File: src/glu_pkg.sv
`default_nettype none
// ----------------------------------------------------------------------------
// glu_pkg
// Shared types and constants for the divisor / multiple unit.
// ----------------------------------------------------------------------------
package glu_pkg;

   localparam int OPERAND_BITS = 32;
   localparam int RESULT_BITS  = 64;

   typedef enum logic {
      FUNC_GCD = 1'b0,
      FUNC_LCM = 1'b1
   } func_type;

   // Status that the divisor unit hands back to the sequencer.
   typedef struct packed {
      logic done;
      logic is_zero;
   } gcd_status_type;

endpackage
`default_nettype wire

File: src/gcd_lcm_unit_core.sv
`default_nettype none
// ----------------------------------------------------------------------------
// gcd_lcm_unit_core
// Greatest common divisor or least common multiple of two unsigned operands.
// ----------------------------------------------------------------------------
// One beat in, one beat out. The unit takes one request at a time: req_stall
// is high after the accepted beat until the sequencer is back in idle. The
// divisor comes from a binary GCD loop that does one shift or one
// subtract-and-shift per cycle; a zero operand skips the loop. A multiple
// then adds a restoring divide of operand_a by the divisor and a WIDTH x
// WIDTH multiply by operand_b, so the time to the response beat depends on
// the mode and the operands. The result sits in an output register, so a
// new request is taken while the previous response still waits under
// rsp_stall. Operand bits above WIDTH are ignored. A multiple asked with both
// operands zero returns 0 and raises rsp_zero_divide_flag; divisor mode never
// raises it.
// ----------------------------------------------------------------------------
module gcd_lcm_unit_core #(
   parameter int WIDTH = 32
) (
   input  wire logic                                clock,
   input  wire logic                                reset,
   input  wire logic                                req_valid,
   output logic                                     req_stall,
   input  wire logic                                req_func,
   input  wire logic [glu_pkg::OPERAND_BITS-1:0]    req_operand_a,
   input  wire logic [glu_pkg::OPERAND_BITS-1:0]    req_operand_b,
   output logic                                     rsp_valid,
   input  wire logic                                rsp_stall,
   output logic      [glu_pkg::RESULT_BITS-1:0]     rsp_result_value,
   output logic                                     rsp_zero_divide_flag
);
   import glu_pkg::*;

   typedef enum logic [2:0] {
      ST_IDLE,
      ST_GCD,
      ST_DIV,
      ST_MUL,
      ST_FINISH
   } state_type;

   state_type              state_ff;
   func_type               func_ff;
   logic [WIDTH-1:0]       a_ff;
   logic [WIDTH-1:0]       b_ff;
   logic [2*WIDTH-1:0]     value_ff;
   logic                   flag_ff;
   logic                   gcd_start_ff;
   logic                   div_start_ff;
   logic                   rsp_valid_ff;
   logic [RESULT_BITS-1:0] rsp_value_ff;
   logic                   rsp_flag_ff;

   gcd_status_type         gcd_status;
   logic [WIDTH-1:0]       gcd_value;
   logic                   div_done;
   logic [WIDTH-1:0]       quotient;
   logic [2*WIDTH-1:0]     product_in;
   logic                   accept_in;
   logic                   slot_free_in;

   assign accept_in    = req_valid && !req_stall;
   // output register is free if empty or being drained this cycle
   assign slot_free_in = !rsp_valid_ff || !rsp_stall;
   assign product_in   = (2*WIDTH)'(quotient) * (2*WIDTH)'(b_ff);

   glu_binary_gcd #(
      .WIDTH (WIDTH)
   ) u_gcd (
      .clock     (clock),
      .reset     (reset),
      .start     (gcd_start_ff),
      .op_x      (a_ff),
      .op_y      (b_ff),
      .status    (gcd_status),
      .gcd_value (gcd_value)
   );

   glu_divider #(
      .WIDTH (WIDTH)
   ) u_div (
      .clock    (clock),
      .reset    (reset),
      .start    (div_start_ff),
      .dividend (a_ff),
      .divisor  (gcd_value),
      .done     (div_done),
      .quotient (quotient)
   );

   // sequencer: hold state, start pulses and the response register
   always_ff @(posedge clock) begin
      if (reset) begin
         state_ff     <= ST_IDLE;
         gcd_start_ff <= 1'b0;
         div_start_ff <= 1'b0;
         rsp_valid_ff <= 1'b0;
      end else begin
         // pulse each unit's start on the cycle after its hand-off
         gcd_start_ff <= (state_ff == ST_IDLE) && accept_in;
         div_start_ff <= (state_ff == ST_GCD) && gcd_status.done &&
                         (func_ff == FUNC_LCM) && !gcd_status.is_zero;
         // load the response from finish, drop it once taken
         if (state_ff == ST_FINISH && slot_free_in) begin
            rsp_valid_ff <= 1'b1;
         end else if (!rsp_stall) begin
            rsp_valid_ff <= 1'b0;
         end
         case (state_ff)
            ST_IDLE: begin
               if (accept_in) begin
                  func_ff      <= func_type'(req_func);
                  a_ff         <= req_operand_a[WIDTH-1:0];
                  b_ff         <= req_operand_b[WIDTH-1:0];
                  state_ff     <= ST_GCD;
               end
            end
            ST_GCD: begin
               if (gcd_status.done) begin
                  if (func_ff == FUNC_GCD) begin
                     value_ff <= (2*WIDTH)'(gcd_value);
                     flag_ff  <= 1'b0;
                     state_ff <= ST_FINISH;
                  end else if (gcd_status.is_zero) begin
                     // both operands zero: no divide, raise the flag
                     value_ff <= '0;
                     flag_ff  <= 1'b1;
                     state_ff <= ST_FINISH;
                  end else begin
                     state_ff     <= ST_DIV;
                  end
               end
            end
            ST_DIV: begin
               if (div_done) begin
                  state_ff <= ST_MUL;
               end
            end
            ST_MUL: begin
               // (a / g) * b, exact and within double width
               value_ff <= product_in;
               flag_ff  <= 1'b0;
               state_ff <= ST_FINISH;
            end
            ST_FINISH: begin
               // hold the result until the output register frees up
               if (slot_free_in) begin
                  rsp_value_ff <= RESULT_BITS'(value_ff);
                  rsp_flag_ff  <= flag_ff;
                  state_ff     <= ST_IDLE;
               end
            end
            default: state_ff <= ST_IDLE;
         endcase
      end
   end

   assign req_stall            = state_ff != ST_IDLE;
   assign rsp_valid            = rsp_valid_ff;
   assign rsp_result_value     = rsp_value_ff;
   assign rsp_zero_divide_flag = rsp_flag_ff;

endmodule
`default_nettype wire

File: src/glu_binary_gcd.sv
`default_nettype none
// ----------------------------------------------------------------------------
// glu_binary_gcd
// Iterative binary divisor: one shift or one subtract-and-shift per cycle.
// ----------------------------------------------------------------------------
module glu_binary_gcd #(
   parameter int WIDTH = 32
) (
   input  wire logic                  clock,
   input  wire logic                  reset,
   input  wire logic                  start,
   input  wire logic [WIDTH-1:0]      op_x,
   input  wire logic [WIDTH-1:0]      op_y,
   output glu_pkg::gcd_status_type    status,
   output logic      [WIDTH-1:0]      gcd_value
);
   import glu_pkg::*;

   localparam int KBITS = $clog2(WIDTH);

   typedef enum logic {
      ST_IDLE,
      ST_RUN
   } state_type;

   state_type              state_ff;
   logic                   done_ff;
   logic                   zero_ff;
   logic [WIDTH-1:0]       u_ff;
   logic [WIDTH-1:0]       v_ff;
   logic [KBITS-1:0]       k_ff;
   logic [WIDTH-1:0]       result_ff;
   logic [WIDTH-1:0]       diff_in;
   logic                   u_gt_v;

   // shared compare and subtract
   always_comb begin
      u_gt_v  = u_ff > v_ff;
      diff_in = u_gt_v ? (u_ff - v_ff) : (v_ff - u_ff);
   end

   always_ff @(posedge clock) begin
      if (reset) begin
         state_ff <= ST_IDLE;
         done_ff  <= 1'b0;
         zero_ff  <= 1'b0;
      end else begin
         case (state_ff)
            ST_IDLE: begin
               // a zero operand finishes at once
               done_ff <= start && (op_x == '0 || op_y == '0);
               if (start) begin
                  if (op_x == '0 || op_y == '0) begin
                     result_ff <= op_x | op_y;
                     zero_ff   <= (op_x | op_y) == '0;
                  end else begin
                     u_ff     <= op_x;
                     v_ff     <= op_y;
                     k_ff     <= '0;
                     state_ff <= ST_RUN;
                  end
               end
            end
            ST_RUN: begin
               done_ff <= u_ff == v_ff;
               if (u_ff == v_ff) begin
                  result_ff <= u_ff << k_ff;
                  zero_ff   <= 1'b0;
                  state_ff  <= ST_IDLE;
               end else if (!u_ff[0] && !v_ff[0]) begin
                  u_ff <= u_ff >> 1;
                  v_ff <= v_ff >> 1;
                  k_ff <= k_ff + 1'b1;
               end else if (!u_ff[0]) begin
                  u_ff <= u_ff >> 1;
               end else if (!v_ff[0]) begin
                  v_ff <= v_ff >> 1;
               end else if (u_gt_v) begin
                  u_ff <= diff_in >> 1;
               end else begin
                  v_ff <= diff_in >> 1;
               end
            end
            default: begin
               done_ff  <= 1'b0;
               state_ff <= ST_IDLE;
            end
         endcase
      end
   end

   assign status    = gcd_status_type'{done: done_ff, is_zero: zero_ff};
   assign gcd_value = result_ff;

endmodule
`default_nettype wire

File: src/glu_divider.sv
`default_nettype none
// ----------------------------------------------------------------------------
// glu_divider
// Restoring divider, one quotient bit per cycle.
// ----------------------------------------------------------------------------
module glu_divider #(
   parameter int WIDTH = 32
) (
   input  wire logic              clock,
   input  wire logic              reset,
   input  wire logic              start,
   input  wire logic [WIDTH-1:0]  dividend,
   input  wire logic [WIDTH-1:0]  divisor,
   output logic                   done,
   output logic      [WIDTH-1:0]  quotient
);
   import glu_pkg::*;

   localparam int CBITS = $clog2(WIDTH);

   typedef enum logic {
      ST_IDLE,
      ST_RUN
   } state_type;

   state_type           state_ff;
   logic                done_ff;
   logic [WIDTH-1:0]    rem_ff;
   logic [WIDTH-1:0]    quo_ff;
   logic [WIDTH-1:0]    div_ff;
   logic [CBITS-1:0]    cnt_ff;
   logic [WIDTH:0]      shifted;
   logic [WIDTH:0]      trial;
   logic                fits;

   always_comb begin
      shifted = {rem_ff, quo_ff[WIDTH-1]};
      trial   = shifted - {1'b0, div_ff};
      fits    = shifted >= {1'b0, div_ff};
   end

   always_ff @(posedge clock) begin
      if (reset) begin
         state_ff <= ST_IDLE;
         done_ff  <= 1'b0;
      end else begin
         case (state_ff)
            ST_IDLE: begin
               done_ff <= 1'b0;
               if (start) begin
                  rem_ff   <= '0;
                  quo_ff   <= dividend;
                  div_ff   <= divisor;
                  cnt_ff   <= CBITS'(WIDTH - 1);
                  state_ff <= ST_RUN;
               end
            end
            ST_RUN: begin
               rem_ff  <= fits ? trial[WIDTH-1:0] : shifted[WIDTH-1:0];
               quo_ff  <= {quo_ff[WIDTH-2:0], fits};
               cnt_ff  <= cnt_ff - 1'b1;
               done_ff <= cnt_ff == '0;
               if (cnt_ff == '0) begin
                  state_ff <= ST_IDLE;
               end
            end
            default: begin
               done_ff  <= 1'b0;
               state_ff <= ST_IDLE;
            end
         endcase
      end
   end

   assign done     = done_ff;
   assign quotient = quo_ff;

endmodule
`default_nettype wire
File: config.mk
export PLATFORM = sky130hd
export DESIGN_NAME = gcd_lcm_unit_core
export DESIGN_NICKNAME = d
export VERILOG_FILES = /design/src/glu_pkg.sv /design/src/gcd_lcm_unit_core.sv /design/src/glu_binary_gcd.sv /design/src/glu_divider.sv
export SDC_FILE = /design/constraint.sdc
export NUM_CORES = 2
export LEC_CHECK = 0
export ABC_CLOCK_PERIOD_IN_PS = 8100
export CORE_UTILIZATION = 55
export CTS_CLUSTER_DIAMETER = 60
export DETAILED_ROUTE_END_ITERATION = 16
export DONT_BUFFER_PORTS = 1
export GPL_ROUTABILITY_DRIVEN = 0
export GPL_TIMING_DRIVEN = 0
export PLACE_DENSITY = 0.69
export SLEW_MARGIN = 20
export SYNTH_ARGS = -nofsm -noshare
export SYNTH_HDL_FRONTEND = slang
export SYNTH_SLANG_ARGS = --single-unit
File: constraint.sdc
create_clock -name clock -period 8.1 [get_ports clock]
set_input_delay 1.62 -clock clock [delete_from_list [all_inputs] [get_ports clock]]
set_output_delay 1.62 -clock clock [all_outputs]
set_load 0.02 [all_outputs]
==> run_results.csv <==
group,metric,value,unit
status,outcome,"finished, final reports clean",
routing,ant_nets,0,
run,maxCapViolCount,0,
sta,report.final.slew_viol_count,0,
grt,grt.total_usage,39.7,%
hold_path,hold_path_depth,0,
die,coreArea,101000,sq um
synth,synth_ff_type,"edfxtp_1",
sta,fin_crit,8.05,ns
synth,synth_cells,5794,
die,rows,116,
final_layout,finalInstanceArea,61700,sq um
worst_setup_path,reg2reg_slack,0.05,ns
placed_design,numPortBuffers,0,
grt,grt_pass1_wl,294,mm
grt,grt_max_degree,32,
die,die_y,321,um
worst_setup_path,cp.arrival,8.42,ns
clock_tree,ctsHtreeMaxLevel,2,
clock_tree,clkTransAtPathRegs,0.06,ns
placed_design,place_area,58200,sq um
worst_setup_path,crit_fanout,10,
synth,synth_top_area_share,32.1,%
clock_tree,cts_hold_buf,0,
sta,finalClockSkew,0.0392,ns
final_layout,layout-drive-gt1-share,10.1,%
die,initial_utilization,55.8,%
routing,drt_pass1_iterations,10,
synth,synth_edf_count,397,
clock_tree,cts_tree,"yes",
routing,viasPerCell,6.16,
die,die_x,321,um
power_and_ir_drop,vdd_drop_max,0.842,mV
clock_tree,cts_buffer_depth,3,
power_and_ir_drop,netSwitchingPower,14600,uW
routing,drt-initial-drc-count,6251,
worst_setup_path,required,8.46,ns
grt,grt.overflow.total,0,
final_layout,layout_common_cells,"990 x inv_1, 878 x fa_1, 614 x and2_1, 591 x nand2_1, 397 x edfxtp_1",
synth,syn-cell-area,56100,sq um
power_and_ir_drop,power_frac_clock,8.6,%
grt,antenna_found_initial,29,
worst_setup_path,r2r_end,"value_ff[63]",
power_and_ir_drop,switching_share,53.1,%
worst_setup_path,worst-path-buf-inv,5,
worst_setup_path,cpMostUsedCell,"fa_1",
final_layout,layout_commonest_cell,"inv_1",
synth,yosys_warnings,0,
final_layout,multi_input_area,39300,sq um
clock_tree,root_buffer,"clkbuf_16",
worst_setup_path,worstPathCellList,"clkbuf_4, and2_1, fa_1, fa_1, inv_1, fa_1, fa_1, fa_1, inv_1, fa_2, fa_1, fa_2, ha_4, nand4_1, nor3_2, nand4_1, a211oi_4, buf_6, o21bai_4, o211ai_1, buf_4, o31ai_1, xnor2_1, nor2_1",
final_layout,synthToLayoutAreaGrowth,9.96,%
power_and_ir_drop,p_int,12900,uW
worst_setup_path,crit_cells,24,
sta,relSlewSlack,26.2,%
clock_tree,cts_sinks,408,
power_and_ir_drop,leakagePower,0.0280,uW
synth,yosysSeqAreaShare,21.6,%
worst_setup_path,crit_family,"adder cells",
die,die_area,103000,sq um
synth,syn_area_per_cell,9.69,sq um
final_layout,fin_nets,7316,
worst_setup_path,critPathMaxStageDelay,0.59,ns
worst_setup_path,start_kind,"flop",
clock_tree,cts_buffers,52,
synth,ys_types,90,
hold_path,hold_start,"value_ff[45]",
power_and_ir_drop,p_per_area,444,nW/um^2
worst_setup_path,cp-end-kind,"flop",
routing,wirelength,204,mm
synth,synth_top_area_cell,"fa_1",
grt,grt_pass1_vias,44547,
routing,num_vias,45699,
routing,wl_per_cell,27.5,um
die,pin_count,136,
clock_tree,clk-insertion-delay-late,0.68,ns
power_and_ir_drop,comb_power_share,82.6,%
sta,max_freq,0.124,GHz
sta,tightest_slew,1.11,ns
sta,hold_violations,0,
synth,async_reset_ff_share,0,%
placed_design,hpwlAfterDp,162,mm
sta,period_share,99.4,%
final_layout,finalNonFillerCells,7420,
final_layout,seq_area,12100,sq um
worst_setup_path,crit_type,"reg -> reg",
synth,synth-seq-cells,408,
power_and_ir_drop,seqPwrFrac,8.8,%
synth,synth_area_leaders,"fa_1 32%, edfxtp_1 21%, ha_1 8.1%",
hold_path,min_path_type,"reg -> reg",
sta,finalSetupViolCount,0,
routing,drc,0,
synth,syn-num-nets,7125,
worst_setup_path,worstRegToRegCells,24,
worst_setup_path,slowest_stage,"edfxtp_1",
sta,rsz0062_at_grt,"true",
hold_path,min_to,"rsp_result_value[45]",
final_layout,nFillCells,8478,
sta,holdWs,0.412,ns
worst_setup_path,worstReg2RegStart,"u_div.quotient[12]",
placed_design,placed_cells,7182,
[power groups by stage]
stage | sequential, uW | clock (uW) | combinational [uW]
6_report | 2410 | 2370 | 22600
5_1_grt | 2410 | 2470 | 24800
4_1_cts | 2410 | 2390 | 20300
3_5_place_dp | 2460 | 0 | 19700
3_3_place_gp | 2470 | 0 | 19500
2_1_floorplan | 2430 | 0 | 14300
[final cells by class]
type                    instances  share of cell area (%)
inverters                     993                    6.04
clock buffers                  57                    2.17
flip-flops and latches        408                    19.7
well taps                    1357                    2.75
clock inverters                39                   0.683
repair buffers                169                    2.36
multi-input cells            4054                    63.6
plain buffers                 307                    2.59
diodes                         36                   0.146
[worst max path at each step]
stage | start | endpoint | slack [ns]
after floorplan | reset | rsp_result_value[0] | 0.94
after global placement | reset | rsp_result_value[61] | -1.73
after detailed placement | b_ff[9] | value_ff[63] | -1.79
after CTS | b_ff[12] | value_ff[52] | 0.0008
after global routing | b_ff[13] | value_ff[63] | -0.04
final | u_div.quotient[12] | value_ff[63] | 0.05
[synthesized netlist by cell type, drive strengths merged (13+ instances only)]
master	count
a211oi	31
a21o	59
a21oi	259
a221oi	22
a31oi	26
and2	615
and3	17
buf	53
clkbuf	286
edfxtp	397
fa	899
ha	363
inv	992
mux2	35
mux2i	47
mux4	19
nand2	595
nand2b	13
nand3	52
nand3b	35
nand4	39
nor2	292
nor2b	20
nor3	47
nor4	21
o211ai	13
o21a	21
o21ai	170
o21bai	27
o221ai	20
o22ai	22
o31ai	14
xnor2	95
xor2	52
[per-layer routing]
metal | vias to the layer above | wire length [um] | track usage [%]
met3 | 829 | 33100 | 17.1
met4 | 21 | 14100 | 22.4
met5 | - | 271 | 0
li1 | 18891 | - | -
met1 | 22484 | 73000 | 51.2
met2 | 3474 | 83400 | 55.6
[stage by stage]
stage | util [%] | TNS [ns] | total power, uW | worst slack [ns]
2_1_floorplan | - | 0 | 16700 | 0.936
3_3_place_gp | 57.5 | -315.78 | 22000 | -1.73
3_5_place_dp | 57.8 | -31.72 | 22100 | -1.79
4_1_cts | 60.6 | 0 | 25100 | 0.000823
6_report | 61.4 | 0 | 27400 | 0.0456
5_1_grt | 61.3 | -0.0752 | 29600 | -0.0443
[kinds of logic (layout without fill, tap and decap cells)]
logic type / after synthesis / after routing / share of synthesized area, %
simple gates: 1779 / 1779 / 15.8
buf+inv: 1332 / 1565 / 9.06
fa+ha+maj: 1262 / 1262 / 40.2
compound gates: 765 / 765 / 8.71
flops: 408 / 408 / 21.6
xor+xnor: 147 / 147 / 2.29
mux: 101 / 101 / 2.30
other cells: 0 / 36 / 0
[state kept, by name (all words and copies together) (netlist names), 3 cells and up]
register,flops
a_ff,32
b_ff,32
rsp_result_value,64
state_ff,3
u_div.cnt_ff,5
u_div.div_ff,32
u_div.quotient,32
u_div.rem_ff,32
u_gcd.gcd_value,32
u_gcd.k_ff,5
u_gcd.u_ff,32
u_gcd.v_ff,32
value_ff,64
[what timing repair did]
| item | in CTS | in global routing |
|---|---|---|
| hold endpoints to repair | 0 | 0 |
| endpoints found under the setup margin | 38 | 29 |
| setup buffers | 89 | 49 |
| gates resized for setup | 171 | 230 |
| pin swaps | 7 | 26 |
[worst reg2reg max path, cell delays in order, from the launching register on]
cell,delay (ns)
edfxtp_1,0.59
clkbuf_4,0.34
and2_1,0.20
fa_1,0.55
fa_1,0.59
inv_1,0.09
fa_1,0.48
fa_1,0.54
fa_1,0.55
inv_1,0.05
fa_2,0.52
fa_1,0.42
fa_2,0.45
ha_4,0.31
nand4_1,0.17
nor3_2,0.21
nand4_1,0.27
a211oi_4,0.28
buf_6,0.17
o21bai_4,0.08
o211ai_1,0.20
buf_4,0.16
o31ai_1,0.08
xnor2_1,0.37
nor2_1,0.07
Note: power is estimated with default switching activity, not from simulation.
